===== src/hw/rtl/hba_pkg.sv =====
`default_nettype none
// ----------------------------------------------------------------------------
// hba_pkg
// Shared types and constants of the hinted bitmap id allocator: default
// sizes, field widths, controller states and the control/status bundles.
// ----------------------------------------------------------------------------
package hba_pkg;

    localparam int NUM_IDS_DEF   = 1024;
    localparam int WORD_BITS_DEF = 32;

    localparam int TOP_W  = 16;
    localparam int HINT_W = 17;

    localparam logic [TOP_W-1:0] TOP_RESET = 16'hFFFF;

    typedef enum logic [2:0] {
        ST_CLEAR,
        ST_IDLE,
        ST_CALC_Q,
        ST_CALC_R,
        ST_HINT_RD,
        ST_HINT_CHK,
        ST_SCAN,
        ST_PUSH
    } state_t;

    typedef struct packed {
        logic clear_wr;
        logic load_req;
        logic calc_q;
        logic calc_r;
        logic hint_rd;
        logic hint_take;
        logic scan_start;
        logic scan_step;
        logic scan_take;
        logic fail;
        logic push;
    } dp_cmd_t;

    typedef struct packed {
        logic clear_last;
        logic hint_ok;
        logic hint_free;
        logic scan_hit;
        logic scan_end;
        logic out_space;
    } dp_sts_t;

endpackage
`default_nettype wire


===== src/hw/rtl/hba_ram.sv =====
`default_nettype none
// ----------------------------------------------------------------------------
// hba_ram
// Generic single-write, single-read RAM with registered read data.
// ----------------------------------------------------------------------------
module hba_ram #(
    parameter int WIDTH = 32,
    parameter int DEPTH = 32,
    parameter int AW    = (DEPTH > 1) ? $clog2(DEPTH) : 1
) (
    input  wire logic             clk,
    input  wire logic             we,
    input  wire logic [AW-1:0]    waddr,
    input  wire logic [WIDTH-1:0] wdata,
    input  wire logic             re,
    input  wire logic [AW-1:0]    raddr,
    output logic      [WIDTH-1:0] rdata
);

    logic [WIDTH-1:0] mem [DEPTH];

    always_ff @(posedge clk)
    begin
        if (we)
        begin
            mem[waddr] <= wdata;
        end
        if (re)
        begin
            rdata <= mem[raddr];
        end
    end

endmodule
`default_nettype wire


===== src/hw/rtl/hba_ctrl.sv =====
`default_nettype none
// ----------------------------------------------------------------------------
// hba_ctrl
// Controller: sequences the bitmap clear, hint check, word scan and result
// hand-off, driving the datapath through command bits.
// ----------------------------------------------------------------------------
module hba_ctrl (
    input  wire logic             clk,
    input  wire logic             rst_n,
    input  wire logic             in_valid,
    output logic                  in_ready,
    input  wire hba_pkg::dp_sts_t sts,
    output hba_pkg::dp_cmd_t      cmd
);

    hba_pkg::state_t state_reg;
    hba_pkg::state_t state_next;

    always_ff @(posedge clk or negedge rst_n)
    begin
        if (!rst_n)
        begin
            state_reg <= hba_pkg::ST_CLEAR;
        end
        else
        begin
            state_reg <= state_next;
        end
    end

    always_comb
    begin
        state_next = state_reg;
        cmd        = '0;
        in_ready   = 1'b0;
        unique case (state_reg)
            hba_pkg::ST_CLEAR:
            begin
                cmd.clear_wr = 1'b1;
                if (sts.clear_last)
                begin
                    state_next = hba_pkg::ST_IDLE;
                end
            end
            hba_pkg::ST_IDLE:
            begin
                in_ready = 1'b1;
                if (in_valid)
                begin
                    cmd.load_req = 1'b1;
                    state_next   = hba_pkg::ST_CALC_Q;
                end
            end
            hba_pkg::ST_CALC_Q:
            begin
                if (sts.hint_ok)
                begin
                    cmd.calc_q = 1'b1;
                    state_next = hba_pkg::ST_CALC_R;
                end
                else
                begin
                    cmd.scan_start = 1'b1;
                    state_next     = hba_pkg::ST_SCAN;
                end
            end
            hba_pkg::ST_CALC_R:
            begin
                cmd.calc_r = 1'b1;
                state_next = hba_pkg::ST_HINT_RD;
            end
            hba_pkg::ST_HINT_RD:
            begin
                cmd.hint_rd = 1'b1;
                state_next  = hba_pkg::ST_HINT_CHK;
            end
            hba_pkg::ST_HINT_CHK:
            begin
                if (sts.hint_free)
                begin
                    cmd.hint_take = 1'b1;
                    state_next    = hba_pkg::ST_PUSH;
                end
                else
                begin
                    cmd.scan_start = 1'b1;
                    state_next     = hba_pkg::ST_SCAN;
                end
            end
            hba_pkg::ST_SCAN:
            begin
                if (sts.scan_hit)
                begin
                    cmd.scan_take = 1'b1;
                    state_next    = hba_pkg::ST_PUSH;
                end
                else if (sts.scan_end)
                begin
                    cmd.fail   = 1'b1;
                    state_next = hba_pkg::ST_PUSH;
                end
                else
                begin
                    cmd.scan_step = 1'b1;
                end
            end
            hba_pkg::ST_PUSH:
            begin
                if (sts.out_space)
                begin
                    cmd.push   = 1'b1;
                    state_next = hba_pkg::ST_IDLE;
                end
            end
            default:
            begin
                state_next = hba_pkg::ST_IDLE;
            end
        endcase
    end

endmodule
`default_nettype wire


===== src/hw/rtl/hba_dp.sv =====
`default_nettype none
// ----------------------------------------------------------------------------
// hba_dp
// Datapath: top register, hint slot split into word and bit, bitmap RAM,
// pipelined word scan with first-free search, scan pointer and output beat.
// ----------------------------------------------------------------------------
module hba_dp #(
    parameter int NUM_IDS   = hba_pkg::NUM_IDS_DEF,
    parameter int WORD_BITS = hba_pkg::WORD_BITS_DEF
) (
    input  wire logic                        clk,
    input  wire logic                        rst_n,
    input  wire logic                        cfg_valid,
    input  wire logic [hba_pkg::TOP_W-1:0]   cfg_data,
    input  wire logic signed [hba_pkg::HINT_W-1:0] hint_type,
    input  wire hba_pkg::dp_cmd_t            cmd,
    output hba_pkg::dp_sts_t                 sts,
    input  wire logic                        out_ready,
    output logic                             out_valid,
    output logic                             granted,
    output logic [hba_pkg::TOP_W-1:0]        type_number
);

    localparam int NUM_WORDS = (NUM_IDS + WORD_BITS - 1) / WORD_BITS;
    localparam int AW        = (NUM_WORDS > 1) ? $clog2(NUM_WORDS) : 1;
    localparam int WW        = $clog2(NUM_WORDS + 1);
    localparam int BW        = $clog2(WORD_BITS);
    localparam int LAST_BITS = NUM_IDS - (NUM_WORDS - 1) * WORD_BITS;
    localparam int SHIFT     = 17;
    localparam int RECIP     = (1 << SHIFT) / WORD_BITS;

    // configuration
    logic [hba_pkg::TOP_W-1:0] top_reg;

    // hint handling
    logic [17:0]   hslot;
    logic          hint_ok_reg;
    logic [16:0]   h_reg;
    logic [AW-1:0] q_reg;
    logic [AW-1:0] hw_reg;
    logic [BW-1:0] hb_reg;
    logic [31:0]   q_prod;
    logic [31:0]   q_times_w;
    logic [31:0]   rem;

    // scan state
    logic [AW-1:0] clr_ptr_reg;
    logic [WW-1:0] nfh_word_reg;
    logic [BW-1:0] nfh_bit_reg;
    logic [WW-1:0] rd_ptr_reg;
    logic [AW-1:0] chk_ptr_reg;
    logic          chk_vld_reg;
    logic          rd_in;

    // pending result and output beat
    logic                      res_granted_reg;
    logic [AW-1:0]             res_word_reg;
    logic [BW-1:0]             res_bit_reg;
    logic                      out_valid_reg;
    logic                      out_granted_reg;
    logic [hba_pkg::TOP_W-1:0] out_type_reg;
    logic [31:0]               slot_full;

    // bitmap memory
    logic                 ram_we;
    logic [AW-1:0]        ram_waddr;
    logic [WORD_BITS-1:0] ram_wdata;
    logic                 ram_re;
    logic [AW-1:0]        ram_raddr;
    logic [WORD_BITS-1:0] ram_rdata;

    logic [WORD_BITS-1:0] masked;
    logic [BW-1:0]        free_idx;

    hba_ram #(
        .WIDTH (WORD_BITS),
        .DEPTH (NUM_WORDS),
        .AW    (AW)
    ) u_bitmap (
        .clk   (clk),
        .we    (ram_we),
        .waddr (ram_waddr),
        .wdata (ram_wdata),
        .re    (ram_re),
        .raddr (ram_raddr),
        .rdata (ram_rdata)
    );

    assign hslot = {2'b00, top_reg} - {hint_type[hba_pkg::HINT_W-1], hint_type};
    assign q_prod    = 32'(h_reg) * 32'(RECIP);
    assign q_times_w = 32'(q_reg) * 32'(WORD_BITS);
    assign rem       = 32'(h_reg) - q_times_w;
    assign rd_in     = (rd_ptr_reg < WW'(NUM_WORDS));

    // bits below the scan start and beyond the table count as taken
    always_comb
    begin
        masked   = ram_rdata;
        free_idx = '0;
        for (int i = 0; i < WORD_BITS; i++)
        begin
            if ((WW'(chk_ptr_reg) == nfh_word_reg) && (BW'(i) < nfh_bit_reg))
            begin
                masked[i] = 1'b1;
            end
            if ((chk_ptr_reg == AW'(NUM_WORDS - 1)) && (i >= LAST_BITS))
            begin
                masked[i] = 1'b1;
            end
        end
        for (int i = WORD_BITS - 1; i >= 0; i--)
        begin
            if (!masked[i])
            begin
                free_idx = BW'(i);
            end
        end
    end

    always_comb
    begin
        sts            = '0;
        sts.clear_last = (clr_ptr_reg == AW'(NUM_WORDS - 1));
        sts.hint_ok    = hint_ok_reg;
        sts.hint_free  = !ram_rdata[hb_reg];
        sts.scan_hit   = chk_vld_reg && !(&masked);
        sts.scan_end   = !chk_vld_reg && !rd_in;
        sts.out_space  = !out_valid_reg || out_ready;
    end

    always_comb
    begin
        ram_we    = 1'b0;
        ram_waddr = clr_ptr_reg;
        ram_wdata = '0;
        if (cmd.clear_wr)
        begin
            ram_we = 1'b1;
        end
        else if (cmd.hint_take)
        begin
            ram_we    = 1'b1;
            ram_waddr = hw_reg;
            ram_wdata = ram_rdata | (WORD_BITS'(1) << hb_reg);
        end
        else if (cmd.scan_take)
        begin
            ram_we    = 1'b1;
            ram_waddr = chk_ptr_reg;
            ram_wdata = ram_rdata | (WORD_BITS'(1) << free_idx);
        end
        ram_re    = cmd.hint_rd || (cmd.scan_step && rd_in);
        ram_raddr = cmd.hint_rd ? hw_reg : rd_ptr_reg[AW-1:0];
    end

    assign slot_full = 32'(res_word_reg) * 32'(WORD_BITS) + 32'(res_bit_reg);

    always_ff @(posedge clk or negedge rst_n)
    begin
        if (!rst_n)
        begin
            top_reg       <= hba_pkg::TOP_RESET;
            clr_ptr_reg   <= '0;
            nfh_word_reg  <= '0;
            nfh_bit_reg   <= '0;
            chk_vld_reg   <= 1'b0;
            out_valid_reg <= 1'b0;
        end
        else
        begin
            if (cfg_valid)
            begin
                top_reg <= cfg_data;
            end
            if (cmd.clear_wr)
            begin
                clr_ptr_reg <= clr_ptr_reg + AW'(1);
            end
            if (cmd.scan_start)
            begin
                chk_vld_reg <= 1'b0;
            end
            else if (cmd.scan_step)
            begin
                chk_vld_reg <= rd_in;
            end
            if (cmd.scan_take)
            begin
                if (free_idx == BW'(WORD_BITS - 1))
                begin
                    nfh_word_reg <= WW'(chk_ptr_reg) + WW'(1);
                    nfh_bit_reg  <= '0;
                end
                else
                begin
                    nfh_word_reg <= WW'(chk_ptr_reg);
                    nfh_bit_reg  <= free_idx + BW'(1);
                end
            end
            if (cmd.push)
            begin
                out_valid_reg <= 1'b1;
            end
            else if (out_ready)
            begin
                out_valid_reg <= 1'b0;
            end
        end
    end

    always_ff @(posedge clk)
    begin
        if (cmd.load_req)
        begin
            hint_ok_reg <= !hslot[17] && (hslot[16:0] < 17'(NUM_IDS));
            h_reg       <= hslot[16:0];
        end
        if (cmd.calc_q)
        begin
            q_reg <= q_prod[SHIFT +: AW];
        end
        // reciprocal estimate is at most one word short
        if (cmd.calc_r)
        begin
            if (rem >= 32'(WORD_BITS))
            begin
                hw_reg <= q_reg + AW'(1);
                hb_reg <= BW'(rem - 32'(WORD_BITS));
            end
            else
            begin
                hw_reg <= q_reg;
                hb_reg <= BW'(rem);
            end
        end
        if (cmd.scan_start)
        begin
            rd_ptr_reg <= nfh_word_reg;
        end
        else if (cmd.scan_step && rd_in)
        begin
            rd_ptr_reg  <= rd_ptr_reg + WW'(1);
            chk_ptr_reg <= rd_ptr_reg[AW-1:0];
        end
        if (cmd.hint_take)
        begin
            res_granted_reg <= 1'b1;
            res_word_reg    <= hw_reg;
            res_bit_reg     <= hb_reg;
        end
        else if (cmd.scan_take)
        begin
            res_granted_reg <= 1'b1;
            res_word_reg    <= chk_ptr_reg;
            res_bit_reg     <= free_idx;
        end
        else if (cmd.fail)
        begin
            res_granted_reg <= 1'b0;
        end
        if (cmd.push)
        begin
            out_granted_reg <= res_granted_reg;
            out_type_reg    <= res_granted_reg ? (top_reg - slot_full[hba_pkg::TOP_W-1:0])
                                               : '0;
        end
    end

    assign out_valid   = out_valid_reg;
    assign granted     = out_granted_reg;
    assign type_number = out_type_reg;

endmodule
`default_nettype wire


===== src/hw/rtl/hinted_bitmap_id_allocator_core.sv =====
`default_nettype none
// ----------------------------------------------------------------------------
// hinted_bitmap_id_allocator_core
// Hands out unique type numbers counting down from a programmable top value,
// trying the hinted slot first and otherwise scanning a bitmap for a free one.
// ----------------------------------------------------------------------------
// After reset the bitmap RAM is cleared one word per cycle, NUM_IDS/WORD_BITS
// words (rounded up, 32 at the defaults), and in_ready stays low until that is
// done; cfg writes are taken at any time. One request is handled at a time. A
// hint that lands on a free slot is split into word and bit, then takes one RAM
// read and one write. Otherwise the scan reads one bitmap word per cycle
// through the single RAM read port, from the next-free word up, until a free
// bit is found or the words run out. The result sits in an output register,
// so the next request is accepted while a beat waits on out_ready.
// A full table gives granted 0 and type_number 0. Slots are never released.
module hinted_bitmap_id_allocator_core #(
    parameter int NUM_IDS   = hba_pkg::NUM_IDS_DEF,
    parameter int WORD_BITS = hba_pkg::WORD_BITS_DEF
) (
    input  wire logic                              clk,
    input  wire logic                              rst_n,
    input  wire logic                              cfg_valid,
    output logic                                   cfg_ready,
    input  wire logic [hba_pkg::TOP_W-1:0]         cfg_data,
    input  wire logic                              in_valid,
    output logic                                   in_ready,
    input  wire logic signed [hba_pkg::HINT_W-1:0] hint_type,
    output logic                                   out_valid,
    input  wire logic                              out_ready,
    output logic                                   granted,
    output logic [hba_pkg::TOP_W-1:0]              type_number
);

    hba_pkg::dp_cmd_t cmd;
    hba_pkg::dp_sts_t sts;

    assign cfg_ready = 1'b1;

    hba_ctrl u_ctrl (
        .clk      (clk),
        .rst_n    (rst_n),
        .in_valid (in_valid),
        .in_ready (in_ready),
        .sts      (sts),
        .cmd      (cmd)
    );

    hba_dp #(
        .NUM_IDS   (NUM_IDS),
        .WORD_BITS (WORD_BITS)
    ) u_dp (
        .clk         (clk),
        .rst_n       (rst_n),
        .cfg_valid   (cfg_valid),
        .cfg_data    (cfg_data),
        .hint_type   (hint_type),
        .cmd         (cmd),
        .sts         (sts),
        .out_ready   (out_ready),
        .out_valid   (out_valid),
        .granted     (granted),
        .type_number (type_number)
    );

`ifndef SYNTH
    // one request in flight: an accepted beat closes the input until done
    a_one_in_flight: assert property (@(posedge clk) disable iff (!rst_n)
        (in_valid && in_ready) |=> !in_ready)
        else $error("input accepted while a request is in flight");

    a_fail_zero: assert property (@(posedge clk) disable iff (!rst_n)
        (out_valid && !granted) |-> (type_number == '0))
        else $error("failed allocation carries a nonzero type number");

    a_take_on_hit: assert property (@(posedge clk) disable iff (!rst_n)
        cmd.scan_take |-> (sts.scan_hit && !cmd.scan_step))
        else $error("scan slot taken without a free bit");

    a_push_has_room: assert property (@(posedge clk) disable iff (!rst_n)
        cmd.push |-> (!$past(out_valid) || $past(1'b1)) && sts.out_space)
        else $error("result pushed over an undelivered beat");
`endif

endmodule
`default_nettype wire

===== config.mk =====
export PLATFORM = sky130hd
export DESIGN_NAME = hinted_bitmap_id_allocator_core
export DESIGN_NICKNAME = d
export VERILOG_FILES = /design/src/hw/rtl/hba_pkg.sv /design/src/hw/rtl/hba_ram.sv /design/src/hw/rtl/hba_ctrl.sv /design/src/hw/rtl/hba_dp.sv /design/src/hw/rtl/hinted_bitmap_id_allocator_core.sv
export SDC_FILE = /design/constraint.sdc
export NUM_CORES = 2
export LEC_CHECK = 0
export BUFFER_PORTS_ARGS = -buffer_cell sky130_fd_sc_hd__buf_2
export CAP_MARGIN = 10
export CORE_ASPECT_RATIO = 1.25
export CORE_UTILIZATION = 57
export CTS_BUF_LIST = sky130_fd_sc_hd__clkbuf_16
export CTS_CLUSTER_DIAMETER = 80
export DETAILED_ROUTE_END_ITERATION = 16
export HOLD_SLACK_MARGIN = 0.06
export PLACE_DENSITY = 0.83
export SLEW_MARGIN = 15
export SYNTH_ARGS = -nofsm -noshare
export SYNTH_HDL_FRONTEND = slang
export SYNTH_SLANG_ARGS = --single-unit

===== constraint.sdc =====
create_clock -name clk -period 4.9 [get_ports clk]
set_input_delay 0.98 -clock clk [delete_from_list [all_inputs] [get_ports clk]]
set_output_delay 0.98 -clock clk [all_outputs]
set_load 0.02 [all_outputs]

==> reports/metrics.cfg <==
[global_route]
grt_overflow_total = 0
grtUsageTotal = 0.3009
grt_pass1_wl_um = 189000
use_met2 = 0.5048
grtUsageMet1 = 0.3780
grtUsageMet3 = 0.06087
grt_max_degree = 71
antenna_found_initial = 2
busiest_layer = met2
grt_pass1_vias = 28670

[routing]
wl_per_cell_um = 30.97
final_antenna_net_count = 0
vias = 28640
vias_per_cell = 6.893
first_iter_violations = 4352
first_pass_iters = 10
drc = 0
wl_um = 128700

[yosys]
yosysTopAreaCellShare = 0.6994
synth_ff_type = edfxtp_1
synth_seq_area_share = 0.7194
synthTopCellsByArea = edfxtp_1 (70%), mux4_2 (12%), nand2_1 (2.9%)
synthXorXnorAreaFrac = 0.007034
yosys.area_share.simple = 0.07589
synth_largest_area_cell = edfxtp_1
synth_cells = 2819
synth_top_family_by_area = multiplexers
synth.cell_area_mm2 = 0.04839
avgSynthCellArea_um2 = 17.16
synth-edff-count = 1127
syn_nets = 2907
yosysUniqueCellTypes = 85
synthAdderAreaFrac = 0.01339
synth_compound_area_frac = 0.03574
ys_ff_latch = 1165
synth-async-reset-ratio = 0.03176
yosys_warnings = 0
synthMuxAreaShare = 0.1316

[finish]
nets = 3066
area_growth_pct = 12.88
largest_reg_flops = 1024
stdcell_count = 4155
layout-drive-gt1-share = 0.2375
fillCellCount = 5226
postLayoutCellArea_mm2 = 0.05462
utilization = 0.6492

[power_and_ir_drop]
power.density_mw_per_mm2 = 608.0
max-vdd-ir-drop_mv = 0.3793
leakagePower_nw = 19.49

[worst_setup_path]
critPathArrivalTime_ns = 5.05
critical_path_class = flop to flop
r2r_cells = 12
reg2reg_to = u_dp.u_bitmap.mem[30][21]
r2r_slack_ns = 0.20
path_max_fanout = 20
crit_path_end_kind = flop
startpoint_type = flop
reg2reg_from = u_dp.chk_ptr_reg[4]
required_ns = 5.25

[clocking]
cts_buffers = 104
post_cts_resized = 0
cts_max_level = 3
postCtsSetupBuffers = 0
cts.clk_slew.worst_paths_ns = 0.07
holdBufCountCts = 0
cts.path.max_buffers = 3
cts_root_buf = clkbuf_16
clkLatencyLatePin_ns = 0.72
tritoncts = yes
cts_sinks = 1165

[placed_design]
dp_cells = 3961
io_buffers = 56
dp_hpwl_um = 76510
pre_cts_ws_ns = 0.1924
placed_area_mm2 = 0.05134
place_congestion = 0.9552

[floorplan]
die_w_um = 262.6
dieHeight_um = 327.7
ios = 58
row_count = 119
fp.coreArea_mm2 = 0.08412
die_area_mm2 = 0.08606
start_util = 0.5752

[sta]
layout_min_cycle_time_ns = 4.700
worst_pin_slew_ns = 1.064
rsz0062_at_grt = no
post-route-period-util = 0.9593
hold_violations = 0
setup-violations-final = 0
slew_violations = 0
timing.setup.tns_ns = 0
fin_ws_ns = 0.1995
skew_ns = 0.06628
slew_headroom = 0.2891
max_freq_mhz = 212.7

[worst_hold_path]
min_path_type = input port to asynchronous set/reset pin

[status]
outcome = complete, no violations

[job]
max-cap-violations = 0

## cell usage after synthesis (4+ instances only)
library cell / number
nand3_1: 185
nor2_1: 120
buf_2: 11
a31oi_1: 18
and3b_1: 4
ha_1: 47
edfxtp_1: 1127
nor3b_1: 6
a21boi_0: 4
a221oi_1: 25
mux4_2: 266
a21oi_1: 43
a21o_1: 9
nor2b_1: 18
o21ai_0: 76
or4_1: 5
nor4_1: 4
buf_1: 42
nand2b_1: 15
nor3_1: 17
xnor2_1: 24
mux2i_1: 14
a32o_1: 4
a32oi_1: 4
mux2_2: 21
and2_1: 15
dfrtp_1: 21
o21a_1: 7
a31o_2: 7
nand2_1: 373
nand4_1: 7
xor2_1: 13
nand3b_1: 4
nand3_2: 6
clkbuf_1: 85
inv_1: 67
dfstp_2: 16
o21bai_1: 7
o31ai_1: 10
and3_1: 7
## critical path, cell delays in order (launching register included)
cell       delay [ns]
edfxtp_1         0.50
xor2_1           0.24
nor4_4           0.29
buf_4            0.28
nand4_1          0.25
a2111oi_4        0.47
nand4b_2         0.21
o2111ai_4        0.42
mux2i_4          0.40
a21o_1           0.31
nand3_2          0.35
nor2_4           0.26
buf_4            0.30
## cell type report
type                    count  area [µm²]  share of cell area
clock inverters            89       633.1             0.01159
diodes                      1       2.502          0.00004582
well taps                1089        1363             0.02495
clock buffers             104        2603             0.04765
inverters                  68       255.2            0.004673
multi-input cells        1445       13140              0.2405
repair buffers            194        1817             0.03326
flip-flops and latches   1165       34810              0.6373
## cells in the final DEF, fill, tap and decap left out, types with 7 or more instances in the layout
cell	synthesis	final
edfxtp_1	1127	1127
nand2_1	373	372
mux4_2	266	266
nand3_1	185	183
clkbuf_16	0	104
buf_4	1	98
inv_1	67	88
nor2_1	120	85
o21ai_0	76	76
buf_2	11	56
ha_1	47	47
buf_12	0	40
a21oi_1	43	37
nor2_4	0	34
a221oi_1	25	25
clkinv_1	1	25
xnor2_1	24	24
clkinv_2	0	23
dfrtp_1	21	21
mux2_2	21	20
nor2b_1	18	18
a31oi_1	18	18
nor3_1	17	17
dfstp_2	16	16
and2_1	15	15
nand2b_1	15	15
xor2_1	13	13
o31ai_1	10	10
a21o_1	9	9
nand3_2	6	8
and3_1	7	7
a31o_2	7	7
o21a_1	7	7
nand4_1	7	7
o21bai_1	7	7
mux2i_1	14	7
## per-stage QoR
stage	hold slack (ns)	power, mW
after floorplan	0.4003	20.49
after global placement	0.4163	24.64
after detailed placement	0.4068	25.01
after CTS	0.4028	32.97
after global routing	0.4365	34.15
final	0.3786	33.21
## cells by family after synthesis
family                     Yosys count
buffers and inverters              209
and+or+nand+nor                    803
DFF                               1165
adders and majority gates           50
xor gates and xnor gates            38
AOI/OAI and AO/OA                  252
muxes                              301
other                                1
## power by group
group / switching [mW] / internal [mW] / total [mW]
clock: 3.70 / 4.12 / 7.81
combinational: 7.69 / 4.33 / 12.0
sequential: 0.741 / 12.6 / 13.4
## how the worst max path moves through the flow
stage	from	endpoint	slack (ns)	depth (start not counted)
floorplan	u_dp.chk_ptr_reg[4]	u_dp.u_bitmap.mem[6][0]	0.01	11
global placement	u_dp.chk_ptr_reg[4]	u_dp.u_bitmap.mem[10][22]	0.25	13
detailed placement	u_dp.chk_ptr_reg[3]	u_dp.u_bitmap.mem[18][31]	0.19	11
CTS	u_dp.chk_ptr_reg[4]	u_dp.u_bitmap.mem[8][21]	0.05	12
global route	u_dp.chk_ptr_reg[3]	u_dp.u_bitmap.mem[8][24]	0.007	13
finish	u_dp.chk_ptr_reg[4]	u_dp.u_bitmap.mem[30][21]	0.20	12
## routing by layer
metal,routed length [µm],part of all wire
met5,19,0.00015
met2,64160,0.50
met1,43630,0.34
met3,14030,0.11
met4,6851,0.053
No activity file was read; power rests on OpenSTA's default activity.
